[config.mk]
export PLATFORM = sky130hd
export DESIGN_NAME = rbb_window
export DESIGN_NICKNAME = d
export VERILOG_FILES = /design/src/hdl/rbb_pkg.sv /design/src/hdl/rbb_window.sv
export SDC_FILE = /design/constraint.sdc
export NUM_CORES = 1
export LEC_CHECK = 0
export ABC_AREA = 1
export CAP_MARGIN = 15
export CORE_ASPECT_RATIO = 0.75
export CORE_MARGIN = 2
export CORE_UTILIZATION = 33
export DETAILED_ROUTE_END_ITERATION = 6
export DONT_BUFFER_PORTS = 1
export SYNTH_ARGS = -nofsm -noshare
export SYNTH_HDL_FRONTEND = slang
export SYNTH_SLANG_ARGS = --single-unit
export TNS_END_PERCENT = 5
[constraint.sdc]
create_clock -name clk -period 4.4 [get_ports clk]
set_clock_uncertainty 0.05 [all_clocks]
set_input_delay 0.22 -clock clk [delete_from_list [all_inputs] [get_ports clk]]
set_output_delay 0.22 -clock clk [all_outputs]
set_load 0.05 [all_outputs]
[src/hdl/rbb_pkg.sv]
// ----------------------------------------------------------------------------
// rbb_pkg
// Types, constants and the divide-by-nine helper for the 3x3 box blur.
// ----------------------------------------------------------------------------
package rbb_pkg;

  localparam int WIDTH  = 1024;
  localparam int HEIGHT = 768;

  localparam int COL_W  = $clog2(WIDTH);
  localparam int ROW_W  = $clog2(HEIGHT + 2);
  localparam int PIX_W  = 24;
  localparam int CSUM_W = 10;
  localparam int SUM_W  = 12;
  localparam int LINE_W = 2 * PIX_W;

  localparam logic [12:0] RECIP_9 = 13'd7282;
  localparam logic [7:0]  ALPHA   = 8'hFF;

  typedef struct packed {
    logic [31:0] pixel_word;
    logic        flush;
  } in_item_t;

  typedef struct packed {
    logic [31:0] out_word;
    logic        end_of_frame;
  } out_item_t;

  typedef struct packed {
    logic valid;
    logic col_zero;
    logic use_a;
    logic use_b;
    logic emit;
    logic last;
  } s1_ctrl_t;

  typedef struct packed {
    logic [CSUM_W-1:0] r;
    logic [CSUM_W-1:0] g;
    logic [CSUM_W-1:0] b;
  } col_sum_t;

  typedef struct packed {
    logic             valid;
    logic             last;
    logic [SUM_W-1:0] r;
    logic [SUM_W-1:0] g;
    logic [SUM_W-1:0] b;
  } win_sum_t;

  // Exact floor(x / 9) for x up to 9 * 255.
  function automatic logic [7:0] div9(input logic [SUM_W-1:0] x);
    logic [SUM_W+12:0] prod;
    prod = {13'd0, x} * {{SUM_W{1'b0}}, RECIP_9};
    return prod[23:16];
  endfunction

endpackage

[src/hdl/rbb_window.sv]
// ----------------------------------------------------------------------------
// rbb_window
// Takes the line store read, writes the shifted column back and keeps the
// 3x3 window as per-column channel sums, registering the window total.
// ----------------------------------------------------------------------------
module rbb_window
  import rbb_pkg::*;
(
  input  logic              clk,
  input  logic              rst_n,
  input  logic              en,
  input  s1_ctrl_t          s1,
  input  logic [PIX_W-1:0]  s1_pix,
  input  logic [LINE_W-1:0] rd_data,
  output logic              wr_en,
  output logic [LINE_W-1:0] wr_data,
  output win_sum_t          sum_o
);

  logic [PIX_W-1:0] a_old;
  logic [PIX_W-1:0] b_old;
  logic [PIX_W-1:0] col0;
  logic [PIX_W-1:0] col1;
  col_sum_t         cs;
  col_sum_t         w1_r, w1_nxt;
  col_sum_t         w2_r, w2_nxt;
  win_sum_t         sum_r, sum_nxt;

  function automatic logic [CSUM_W-1:0] ch3(input logic [7:0] x, input logic [7:0] y,
                                           input logic [7:0] z);
    return CSUM_W'(x) + CSUM_W'(y) + CSUM_W'(z);
  endfunction

  always_comb begin
    a_old   = rd_data[PIX_W-1:0];
    b_old   = rd_data[LINE_W-1:PIX_W];
    col0    = s1.use_b ? b_old : '0;
    col1    = s1.use_a ? a_old : '0;
    wr_en   = en && s1.valid;
    wr_data = {a_old, s1_pix};

    cs.r = ch3(col0[23:16], col1[23:16], s1_pix[23:16]);
    cs.g = ch3(col0[15:8],  col1[15:8],  s1_pix[15:8]);
    cs.b = ch3(col0[7:0],   col1[7:0],   s1_pix[7:0]);

    w1_nxt = w1_r;
    w2_nxt = w2_r;
    if (en && s1.valid) begin
      w1_nxt = s1.col_zero ? '0 : w2_r;
      w2_nxt = cs;
    end

    sum_nxt = sum_r;
    if (en) begin
      sum_nxt.valid = s1.valid && s1.emit;
      sum_nxt.last  = s1.last;
      sum_nxt.r = SUM_W'(w1_r.r) + SUM_W'(w2_r.r) + (s1.col_zero ? '0 : SUM_W'(cs.r));
      sum_nxt.g = SUM_W'(w1_r.g) + SUM_W'(w2_r.g) + (s1.col_zero ? '0 : SUM_W'(cs.g));
      sum_nxt.b = SUM_W'(w1_r.b) + SUM_W'(w2_r.b) + (s1.col_zero ? '0 : SUM_W'(cs.b));
    end
  end

  always_ff @(posedge clk) begin
    if (!rst_n) begin
      w1_r        <= '0;
      w2_r        <= '0;
      sum_r.valid <= 1'b0;
      sum_r.last  <= 1'b0;
    end else begin
      w1_r        <= w1_nxt;
      w2_r        <= w2_nxt;
      sum_r.valid <= sum_nxt.valid;
      sum_r.last  <= sum_nxt.last;
    end
    sum_r.r <= sum_nxt.r;
    sum_r.g <= sum_nxt.g;
    sum_r.b <= sum_nxt.b;
  end

  assign sum_o = sum_r;

endmodule

# Word level (Yosys, flattened, before mapping)
# Index checks and enable logic that the tools add are counted.
dict set report totals {
  register_bits 98
  latch_bits 0
  ramBits 0
  rom_bits 0
  inputBits 81
  output_inout_bits 87
  mem_count 0
}
dict set report op_classes {
  add_sub_neg 12
  mul 0
  n_div 0
  n_lt_le_gt_ge 0
  n_eq_ne 0
  n_shift 0
  mux 6
  bitwise_logic 0
  n_reduce_logical 2
}
# op n
set op_table {}
lappend op_table {{two-way mux 24 bit} 2}
lappend op_table {{adder 11 x 10 -> 12 bit} 3}
lappend op_table {{adder 10 x 10 -> 11 bit} 3}
lappend op_table {{adder 9 x 8 -> 10 bit} 3}
lappend op_table {{two-way mux 10 bit} 3}
lappend op_table {{two-way mux 30 bit} 1}
lappend op_table {{adder 8 x 8 -> 9 bit} 3}
lappend op_table {{logical AND 1 bit} 2}

# Longest topological paths before layout
dict set report depth {
  word_depth 5
  ltp_mapped 20
  mapped_depth_nobuf 19
}

# Least setup slack after synthesis
# OpenSTA, ideal clock, no wires.
dict set report synth_timing {
  kind {input to register}
  from {input port s1[3] (netlist name)}
  to {register sum_r (netlist bit sum_o[10]), data pin}
  setup_ns 0.253
  t_arrival_ns 3.534
  t_required_ns 4.097
  path_slack_ns 0.564
  path_stages 19
  n_path_buf 1
  path_cell_list {clkbuf_1 nand2_1 fa_1 inv_1 ha_1 fa_1 nand3_1 nand2_1 nand2_1 nand3_1 a21oi_1 fa_1 ha_1 inv_1 o21bai_1 a21boi_0 nand3_1 nand2_1 nand2_1}
}
dict set report synth_between {
  elab_chain_len 5
}
# element line_no
set synth_lines {}
lappend synth_lines {{from (decl)} rbb_window.sv:12} ;# input s1_ctrl_t s1,
lappend synth_lines {{two-way mux 24 bit} rbb_window.sv:38} ;# col1 = s1.use_a ? a_old : '0;
lappend synth_lines {{adder 8 x 8 -> 9 bit} rbb_window.sv:31} ;# return CSUM_W'(x) + CSUM_W'(y) + CSUM_W'(z);
lappend synth_lines {{adder 9 x 8 -> 10 bit} rbb_window.sv:31}
lappend synth_lines {{two-way mux 10 bit} rbb_window.sv:59} ;# sum_nxt.b = SUM_W'(w1_r.b) + SUM_W'(w2_r.b) + (s1.col_zero ? '0 : SUM_W'(cs.b));
lappend synth_lines {{adder 11 x 10 -> 12 bit} rbb_window.sv:59}
lappend synth_lines {{to (decl)} rbb_window.sv:27} ;# win_sum_t sum_r, sum_nxt;
# Every way passes these cells.
# A chain may end at the register's enable or synchronous reset.

# Worst setup path after layout
# Same ends and word-level chain as after synthesis.

==> out/qor.csv <==
stage,metric,value,unit
cells_and_area,fill_cells,2433,
cts,clk_latency,350,ps
global_route,grt_pass1_wl,28970,microns
cells_and_area,n_antenna_cell,0,
power_and_ir_drop,ir_drop,239.0,uV
sta,maxSlewHeadroom,43.50,%
floorplan,die_h,137.2,microns
cells_and_area,drive_above_1_share,3.767,%
detailed_routing,dr.pass1.iters,5,
sta,drv_slew,0,
detailed_routing,drt_iter0_drc,462,
status,status,finished clean,
sta,worst-slew-pin-transition,847.5,ps
placement,hpwl,13760,microns
worst_setup_path,crit_start,s1[3],
sta,max_freq,0.2899,GHz
global_route,track_usage,14.94,%
sta,finalCriticalPeriod,3449,ps
cells_and_area,fin_cells,1229,
power_and_ir_drop,power.leakage,4.098,nW
yosys,syn_area,7801,sq um
power_and_ir_drop,power_frac_clock,26.0,%
floorplan,die_w,181.5,microns
cts,root_buffer,clkbuf_16,
power_and_ir_drop,p_int,1.778,mW
detailed_routing,remaining_drc_errors,0,
global_route,antenna_found_initial,0,
yosys,avgSynthCellArea,7.960,sq um
power_and_ir_drop,p_sw_share,40.14,%
cts,clk_pin_slew,70,ps
yosys,synth_cell_types,29,
sta,report.final.setup_viol,0,
worst_setup_path,required,4460,ps
worst_setup_path,critPathLaunchType,input port,
floorplan,core,23120,sq um
power_and_ir_drop,power.total,2.971,mW
sta,finalSetupTns,0,ps
worst_setup_path,r2r-end,sum_o[7],
hold_path,hp-class,in2reg,
power_and_ir_drop,combinationalPowerShare,28.9,%
worst_setup_path,cp.arrival,3510,ps
detailed_routing,avgViaCountPerCell,4.662,
detailed_routing,wl,18030,microns
yosys,synth_edf_count,36,
power_and_ir_drop,p_per_area,370.4,nW/um^2
power_and_ir_drop,pwr-share-seq,45.1,%
cts,cts_tree,built,
yosys,yosysSeqAreaShare,29.77,%
detailed_routing,num_vias,5729,
worst_setup_path,worstRegToRegCells,9,
cts,clk_path_buf_depth,2,
run,drv_cap,0,
cells_and_area,layout_commonest_cell,nand2_1,
sta,finalCritPeriodShare,78.40,%
yosys,async_flop_share,0,%
hold_path,hold_path_depth,1,
yosys,synth_top_flop_cell,dfxtp_1,
power_and_ir_drop,p_sw,1.193,mW
yosys,syn_inst,980,
global_route,grt_pass1_vias,5402,
cts,htree_num_levels,3,
detailed_routing,wl_per_cell,14.67,microns
placement,dp_cells,1208,
sta,setup_slack,950.5,ps
worst_setup_path,critical_path_class,in2reg,
global_route,grt_max_degree,74,
cts,cts.sinks,98,
global_route,grt_overflow_total,0,
placement,post-place-ws,593.6,ps
cts,ctsResizeCount,0,
worst_setup_path,cp-end-kind,register,
cells_and_area,final_cell_mix,"201 x nand2_1, 173 x inv_1, 88 x a21oi_1",
floorplan,dieArea,24900,sq um
cells_and_area,nNetsFinal,1113,
sta,rsz0062_at_grt,no,
cells_and_area,area_growth_syn_to_layout,2.823,%
floorplan,io-pin-count,168,
yosys,synth_seq_cells,98,
yosys,synth_warnings,0,
placement,port_buffers,0,
worst_setup_path,timing.rr.start,w1_r[1],
placement,gp_congestion,0.8865,
detailed_routing,drtAntennaViolNets,0,
worst_setup_path,crit_fanout,24,
floorplan,start_util,33.74,%
sta,hold_viol_final,0,
floorplan,rows,48,
worst_setup_path,regToRegSetupSlack,1930,ps
worst_setup_path,critPathCapture,sum_o[10],
cts,cts-buffers-inserted,9,
yosys,syn_nets,1169,
## repair_timing
action,4_1_cts,5_1_grt
setup buffers,0,0
hold endpoints to repair,50,0
hold buffers,5,0
## layer usage
layer	vias to the layer above	global-route usage [%]	routed length, microns
met5	-	0	0
met4	0	3.704	230
met3	14	3.646	922
met2	137	22.29	7620
met1	2657	21.62	9258
li1	2921	-	-
## cells by family (layout without fill, tap and decap cells)
kind of cell | count (synthesis) | count (layout) | share of synthesized area, %
adder cells (fa/ha/maj) | 108 | 108 | 23.10
flip-flops | 98 | 98 | 29.77
AO/OA/AOI/OAI | 134 | 134 | 9.318
buffers and inverters | 251 | 200 | 15.28
XOR/XNOR | 30 | 30 | 3.368
AND/OR/NAND/NOR | 359 | 359 | 19.17
## flip-flops by register name, indices dropped and copies added, names as in the netlist
name and flops:
w1_r 30, sum_o 38, w2_r 30
## worst min path at each step
stage                     slack, ps  start       end
after global placement          290     en  sum_o[4]
after floorplan                 280     en  sum_o[0]
after detailed placement        290     en  sum_o[4]
after global routing            160     en  sum_o[4]
after CTS                       160     en  sum_o[4]
final                           160     en  sum_o[4]
## area by class of cell
type | count | area [sq um] | area share (%)
clock buffers | 9 | 225.2 | 2.808
clock inverters | 7 | 62.56 | 0.7799
inverters | 175 | 659.4 | 8.220
multi-input cells | 631 | 4287 | 53.44
flip-flops and latches | 98 | 2322 | 28.95
well taps | 300 | 375.4 | 4.679
repair buffers | 9 | 90.09 | 1.123
## power by group through the flow
stage	clock network, mW	logic, mW	registers, mW
2_1_floorplan	0	0.773	1.34
6_report	0.773	0.859	1.34
5_1_grt	0.834	0.993	1.35
4_1_cts	0.803	0.869	1.34
3_3_place_gp	0	0.833	1.36
3_5_place_dp	0	0.841	1.36
## through the flow
stage               hold WS (ps)  area, sq um  util (%)
floorplan                  282.5         7801         -
CTS                        159.2         8021     34.69
global route               162.0         8021     34.69
detailed placement         288.1         7674     33.19
global placement           286.6         7674     33.19
finish                     159.9         8021     34.69
## critical path, cell delays in order
cell	delay, ps
nand2_1	60
fa_1	510
inv_1	40
ha_1	200
fa_1	460
nand3_1	100
nand2_1	100
nand2_1	100
nand3_1	110
a21oi_1	200
fa_1	440
ha_1	320
inv_1	100
o21bai_1	80
a21boi_0	240
nand3_1	110
nand2_1	70
nand2_1	50
## synth_stat cells, drive strengths merged (11+ instances only)
master,instances,area share (%)
fa,60,15
inv,175,8.5
buf,65,6.3
ha,48,7.7
dfxtp,62,16
nand3,76,4.9
clkbuf,11,0.53
o21ai,27,1.7
nor2,62,3.0
edfxtp,36,14
xor2,24,2.7
a21oi,93,6.2
nand2,207,10
No activity file was read; power rests on OpenSTA's default activity.
