### src/hdl/rbb_ram.sv
// ----------------------------------------------------------------------------
// rbb_ram
// Generic simple dual-port RAM with one write port and a registered read.
// ----------------------------------------------------------------------------
module rbb_ram #(
  parameter int DATA_W = 8,
  parameter int DEPTH  = 16
) (
  input  logic                     clk,
  input  logic                     wr_en,
  input  logic [$clog2(DEPTH)-1:0] wr_addr,
  input  logic [DATA_W-1:0]        wr_data,
  input  logic                     rd_en,
  input  logic [$clog2(DEPTH)-1:0] rd_addr,
  output logic [DATA_W-1:0]        rd_data
);

  logic [DATA_W-1:0] mem [DEPTH];
  logic [DATA_W-1:0] rd_data_r;

  always_ff @(posedge clk) begin
    if (wr_en) begin
      mem[wr_addr] <= wr_data;
    end
    if (rd_en) begin
      rd_data_r <= mem[rd_addr];
    end
  end

  assign rd_data = rd_data_r;

endmodule

### config.mk
export PLATFORM = sky130hd
export DESIGN_NAME = rbb_ram
export DESIGN_NICKNAME = d
export VERILOG_FILES = /design/src/hdl/rbb_ram.sv
export SDC_FILE = /design/constraint.sdc
export NUM_CORES = 1
export LEC_CHECK = 0
export BUFFER_PORTS_ARGS = -buffer_cell sky130_fd_sc_hd__buf_2
export CAP_MARGIN = 20
export CELL_PAD_IN_SITES_DETAIL_PLACEMENT = 1
export CELL_PAD_IN_SITES_GLOBAL_PLACEMENT = 1
export CORE_MARGIN = 8
export CORE_UTILIZATION = 48
export DETAILED_ROUTE_END_ITERATION = 10
export PLACE_DENSITY_LB_ADDON = 0.1
export SLEW_MARGIN = 20
export SYNTH_ARGS = -nofsm -noshare
export SYNTH_HDL_FRONTEND = slang
export SYNTH_SLANG_ARGS = --single-unit
export TNS_END_PERCENT = 100
### constraint.sdc
create_clock -name clk -period 1.6 [get_ports clk]
set_input_delay 0.24 -clock clk [delete_from_list [all_inputs] [get_ports clk]]
set_output_delay 0.24 -clock clk [all_outputs]
set_load 0.05 [all_outputs]
---- After elaboration in Yosys (flattened, before gate mapping) ----
Memory sizes are Yosys's and may differ from the RTL's. A register that Yosys moved wholly into a read port is not among the register bits.
Cells that the tools add are included.
word-level totals
  register bits ........................... 0
  memories ................................ 1
  RAM bits ................................ 128
  bits in latches ......................... 0
  ROM bits ................................ 0
memories
  memory  words  width  read ports  clocked after memory_dff  write ports  RTL line  source
  mem     16     8      1           1                         1            18        logic [DATA_W-1:0] mem [DEPTH];
cells by class
  multiply operators ...................... 0
  divide/modulo/power cells ............... 0
  bitwise operators ....................... 0
  reductions and logical operators ........ 0
  $add $sub $neg .......................... 0
  shifts and indexed selects .............. 0
  equality and inequality tests ........... 0
  $lt $le $gt $ge ......................... 0
  multiplexer cells ....................... 2
operators by type and width
  cell              count
  1-bit 2-to-1 mux  2

---- Logic depth before layout (Yosys ltp) ----
Gate-level depths: netlist of run 1.
  depth after elaboration ................. 2
  mapped depth ............................ 5

---- Least setup slack after synthesis of run 1 ----
OpenSTA, ideal clock, no wires.
  path kind ............................... input port to flip-flop
  start point ............................. in wr_addr[2]
  end point ............................... mem mem[0][0] (enable)
  setup time .............................. 0.383 ns
  data arrival time ....................... 1.350 ns
  required time ........................... 1.217 ns
  slack ................................... -0.133 ns
  buffers on the path ..................... 0
  stages on the path ...................... 2
  path through ............................ or3b_2 > nor3_1
RTL lines
  item                RTL line  source
  start: declaration  11        input logic [$clog2(DEPTH)-1:0] wr_addr,
  end: declaration    18
No word-level cell before the write port.

==> key figures, run 1 <==
Status
  – Status: finished, final reports clean

Critical path
  – Critical setup path kind: reg -> reg
  – Critical Path Sink Type: flop
  – Crit start category: flop
  – Worst Path Arrival: between 1500 and 2000 ps
  – Required time of the critical path: 1860 ps
  – Crit Path Max Fanout: 1

Synth
  – Cell area after synthesis: 0.00523 sq mm
  – Synthesized net count: 248
  – Largest area contributor in the netlist: edfxtp_1
  – Netlist cell types: 18
  – Register area share after synthesis: between 70% and 80%
  – Synth warn: 0
  – Synth Register Bits: about 140
  – Mapped Avg Cell Area: approximately 23 sq um
  – Synth top area cells: edfxtp_1 78%, mux4_2 7.8%, mux4_1 7.0%, a22oi_1 2.3%, nor2_1 0.93%
  – Synth top area share: 78.1%
  – Syn Inst Count: between 200 and 250

Power
  – Overall Power: 8.43 mW
  – Lkg Pwr: around 2.2 nW
  – Peak supply drop: approximately 710 uV
  – P per Cell Area: approximately 1300 mW/mm^2

CTS
  – Reg clk slew, reported paths: about 60 ps
  – H-Tree Level Count: 4
  – CTS Hold Buffers Added: 0
  – CTS resizes: 0
  – Number of setup buffers added after CTS: 0
  – CTS tree: built
  – Clock Sinks: 136
  – Clock buffer depth: 2
  – Worst-Skew Late Latency: between 500 and 600 ps
  – TritonCTS Buffers: 17
  – Clk root buf: clkbuf_8

Global routing
  – Pin count of the biggest net entering global routing: 18
  – Total track usage: between 10% and 20%
  – Total congestion overflow: 0
  – First-pass GRT wire length: between 15000 and 20000 um
  – Initial antenna violation count: 0
  – Number of global-route vias before repair: roughly 2800

Route
  – Vias: about 2600
  – 1st-iter DRT viols: 168
  – DRC viols: 0
  – Remaining antenna violation count after routing: 0
  – Vias/cell: ~5.7
  – Routed wire per std cell: ~25 um
  – WL final: 11200 um
  – Drt first pass iters: 4

Placed design
  – Placed cells: roughly 420
  – Placer Congestion: between 0.7 and 0.8
  – IO buf count: 26
  – Cell Area, Placed: 0.00574 sq mm
  – Post-DP HPWL: approximately 7300 um

Timing
  – Clock skew: approximately 5 ps
  – Max-slew headroom: 44.7%
  – Slew @ Worst Pin: 828 ps
  – F_max: between 600 and 700 MHz
  – Hold Violations, Final: 0
  – Unrepaired setup endpoints after global routing: no
  – Final slew viol count: 0
  – Final worst path period need: roughly 1500 ps
  – Finish-stage setup viols: 0
  – Hold WS: approximately 88 ps
  – Final Cycle Share: roughly 96%

Floorplan
  – Full die area: 0.0145 sq mm
  – # IOs: 27
  – Initial Util: 48.6%
  – Die Width: ~120 um
  – Core area: between 0.01 and 0.015 sq mm
  – Cell row count: 38
  – DIE HEIGHT: approximately 120 um

Final layout
  – Nets: between 300 and 400
  – Synth-to-Final Area Change: 21.5%
  – Fin util: between 50% and 60%
  – Design area: between 0.006 and 0.007 sq mm
  – ANT cells: 0
  – Layout cells sized above 1: between 30% and 40%
  – Layout Cells excl Fill: between 400 and 500

Job
  – Max-cap violations: 0

Worst hold path
  – Hold crit path type: in -> reg
## per-layer routing
layer | GRT usage (%) | routed length, um | vias to the layer above
met5 | 0 | 0 | -
met4 | 6.09 | 133 | 0
met3 | 5.45 | 519 | 18
met2 | 25.9 | 5530 | 74
met1 | 21.5 | 4990 | 1341
li1 | - | - | 1117
## stage by stage
step                TNS, ps  worst slack [ps]
CTS                       0              35.3
global route              0              10.5
finish                    0              60.5
global placement      -1450              -258
detailed placement    -1800              -301
floorplan                 0              77.6
## kinds of logic after synthesis
kind of cell | after synthesis | share of synthesized area [%]
DFF | 136 | 78.1
and+or+nand+nor | 35 | 3.14
muxes | 32 | 14.8
AOI/OAI and AO/OA | 16 | 2.30
buffers and inverters | 10 | 1.65
## report_power, final
| group | switching (mW) | internal (mW) |
|---|---|---|
| Sequential | 0.0203 | 4.01 |
| Clock | 1.43 | 2.51 |
| Combinational | 0.282 | 0.177 |
## path summary, 6_finish.rpt
path,slack (ps),from,to,depth (start not counted)
hold reg to reg,750,mem[12][4],rd_data[4],3
setup reg to reg,60,mem[0][0],rd_data[0],3
setup / recovery,60,mem[0][0],rd_data[0],3
hold / removal,90,rd_en,rd_data[1],1
## cell usage after synthesis (all sizes together)
cell	n
nand2b	2
nand3b	2
a22oi	16
nand3	1
nor2	13
nand2	9
nor3	4
buf	7
and2b	1
edfxtp	136
mux4	32
or3b	1
nor2b	1
clkdlybuf4s25	3
and2	1
## registers in the layout (all words and copies together), names as in the netlist
signal	flops
mem	128
rd_data	8
## critical path, stage by stage, from the launching register on
cell and delay, ps:
edfxtp_1 380, mux4_1 490, a22oi_1 290, nand2_1 120
## placed cells by master (no fill, tap or decap), types with 3 or more instances in the layout
cell type,n
mux4_1,14
clkbuf_16,16
buf_2,26
mux4_2,18
clkinv_2,3
buf_4,28
a22oi_1,14
buf_12,4
nor2_1,13
bufinv_16,4
nor3_1,3
clkinvlp_4,4
nand2_1,9
edfxtp_1,136
## final cells by class
cell class | instances | area (sq um)
tap | 140 | 175
fill | 946 | 4390
sequential | 136 | 4080
timing repair buffer | 58 | 420
clock buffer | 18 | 418
multi-input combinational | 83 | 1070
clock inverter | 14 | 181
(Power assumes the default switching activity.)
==> run 2: changes to the inputs <==
--- a/config.mk
+++ b/config.mk
@@ -9,6 +9,7 @@
 export CAP_MARGIN = 20
 export CELL_PAD_IN_SITES_DETAIL_PLACEMENT = 1
 export CELL_PAD_IN_SITES_GLOBAL_PLACEMENT = 1
+export CORE_ASPECT_RATIO = 0.8
 export CORE_MARGIN = 8
 export CORE_UTILIZATION = 48
 export DETAILED_ROUTE_END_ITERATION = 10
==> run 2 against run 1 <==
Count of clock-buffer cells in the layout grew 2. Sequential share of layout area grew 1.4 points. Utilization shrank 1.3 points. Combinational power is essentially flat. Via count shrank 1.6%. Critical endpoint is now rd_data[2]. Register-to-register slack is essentially flat. Sequential power is essentially flat. Global-route usage is essentially flat. Largest power group unchanged. Fmax shrank 0.96%. Critical path type unchanged. Routed wire length grew 1.2%. Cell count shrank 0.22%.
==> key figures, run 2 (same netlist as run 1, synthesis figures left out) <==
Worst hold path
  – Hold crit path type: in -> reg
  – WHS Endpoint: rd_data[2]
  – Worst Hold Depth: 1
  – Hold Startpoint: rd_en

CTS
  – CTS tree: built
  – Clk root buf: clkbuf_16
  – TritonCTS Buffers: 17
  – Reg clk slew, reported paths: approximately 60 ps
  – Clock buffer depth: 2
  – Worst-Skew Late Latency: between 400 and 500 ps
  – Clock Sinks: about 140
  – H-Tree Level Count: 4
  – Number of setup buffers added after CTS: 0
  – CTS resizes: 0
  – CTS Hold Buffers Added: 0

Timing
  – Hold Violations, Final: 0
  – Final Cycle Share: 97.1%
  – Finish-stage setup viols: 0
  – F_max: between 600 and 700 MHz
  – Max-slew headroom: between 50% and 60%
  – Unrepaired setup endpoints after global routing: no
  – Final worst path period need: 1550 ps
  – Slew @ Worst Pin: ~740 ps
  – Setup_tns: 0 ps
  – Final slew viol count: 0
  – Clock skew: between 9 and 10 ps

Placed design
  – Placer Congestion: between 0.7 and 0.8
  – Cell Area, Placed: roughly 0.0057 sq mm
  – Post-DP HPWL: 7290 um
  – IO buf count: 26

Floorplan
  – Cell row count: 34
  – Full die area: 0.0145 sq mm
  – # IOs: 27
  – DIE HEIGHT: around 110 um
  – Core area: approximately 0.011 sq mm
  – Die Width: 133 um
  – Initial Util: between 40% and 50%

Critical path
  – Crit start category: flop
  – Critical setup path kind: reg -> reg
  – Worst Path Arrival: 1710 ps
  – Crit Path Max Fanout: 1
  – Required time of the critical path: between 1500 and 2000 ps
  – Reg-to-reg critical path endpoint: rd_data[2]
  – Reg-to-reg critical path startpoint: mem[10][2]
  – Critical Path Sink Type: flop
  – R2R depth: 3
  – Reg-to-reg setup timing slack: 50 ps

Final layout
  – FILL cells: 922
  – Most frequent cells in the layout: 136 x edfxtp_1, 26 x buf_2, 24 x buf_4, 18 x mux4_2, 17 x clkbuf_16
  – Top reg by flops: mem
  – Synth-to-Final Area Change: 19.0%
  – Design area: 0.00622 sq mm
  – Max FFs per register: between 100 and 150
  – ANT cells: 0
  – Layout cells sized above 1: approximately 32%
  – Most common cell after layout, fill and taps aside: edfxtp_1
  – Nets: 310

Route
  – WL final: between 10000 and 15000 um
  – Drt first pass iters: 4
  – Vias: roughly 2500
  – Remaining antenna violation count after routing: 0
  – DRC viols: 0
  – Vias/cell: around 5.6
  – 1st-iter DRT viols: between 150 and 200
  – Routed wire per std cell: 25.2 um

Global routing
  – Total track usage: between 10% and 20%
  – Number of global-route vias before repair: 2697
  – First-pass GRT wire length: between 15000 and 20000 um
  – Pin count of the biggest net entering global routing: 21
  – Total congestion overflow: 0
  – Initial antenna violation count: 0

Power
  – Peak supply drop: between 800 and 900 uV
  – Lkg Pwr: approximately 2.1 nW
  – P per Cell Area: roughly 1300 mW/mm^2

Status
  – Status: finished, final reports clean

Job
  – Max-cap violations: 0
-- run 2: power breakdown --
part           internal [mW]  switching (mW)
Clock                   2.09            1.34
Sequential              4.02          0.0214
Combinational          0.174           0.285
Total                   6.28            1.65
-- run 2: critical path, cell delays in order, from the launching register on --
cell,delay [ps]
edfxtp_1,380
mux4_1,520
a22oi_1,320
nand2_1,90
-- run 2: worst max path at each step --
stage,slack [ps],to,depth (start not counted),start
3_5_place_dp,-260,rd_data[2],6,rd_addr[0]
6_report,50,rd_data[2],3,mem[10][2]
4_1_cts,40,rd_data[2],3,mem[10][2]
2_1_floorplan,80,rd_data[1],5,rd_addr[0]
3_3_place_gp,-230,rd_data[2],6,rd_addr[0]
5_1_grt,20,rd_data[6],3,mem[10][6]
-- run 2: layer usage --
metal / up-vias / wire, um / track usage (%)
met2: 57 / 5340 / 26.1
met5: - / 0 / 0
met3: 9 / 458 / 4.70
met4: 0 / 92 / 6.47
li1: 1105 / - / -
met1: 1337 / 5410 / 22.0
-- run 2: final cells by class --
| class | instances | area (sq um) | share of cell area (%) |
|---|---|---|---|
| flip-flops and latches | 136 | 4080 | 65.7 |
| repair buffers | 53 | 370 | 5.96 |
| well taps | 144 | 180 | 2.90 |
| clock buffers | 20 | 437 | 7.02 |
| clock inverters | 12 | 85.1 | 1.37 |
| multi-input cells | 83 | 1060 | 17.1 |
-- run 2: metrics by stage --
step                      hold slack (ps)  utilization [%]  total power [mW]  cells  setup WS (ps)
final                                 204             57.8              7.94    448           45.6
after global placement                613             52.9              4.56    416           -228
after CTS                             190             57.8              8.02    448           43.3
after global routing                  187             57.8              8.19    448           16.1
after floorplan                       339                -              4.37    229           77.6
after detailed placement              621             52.9              4.58    416           -261
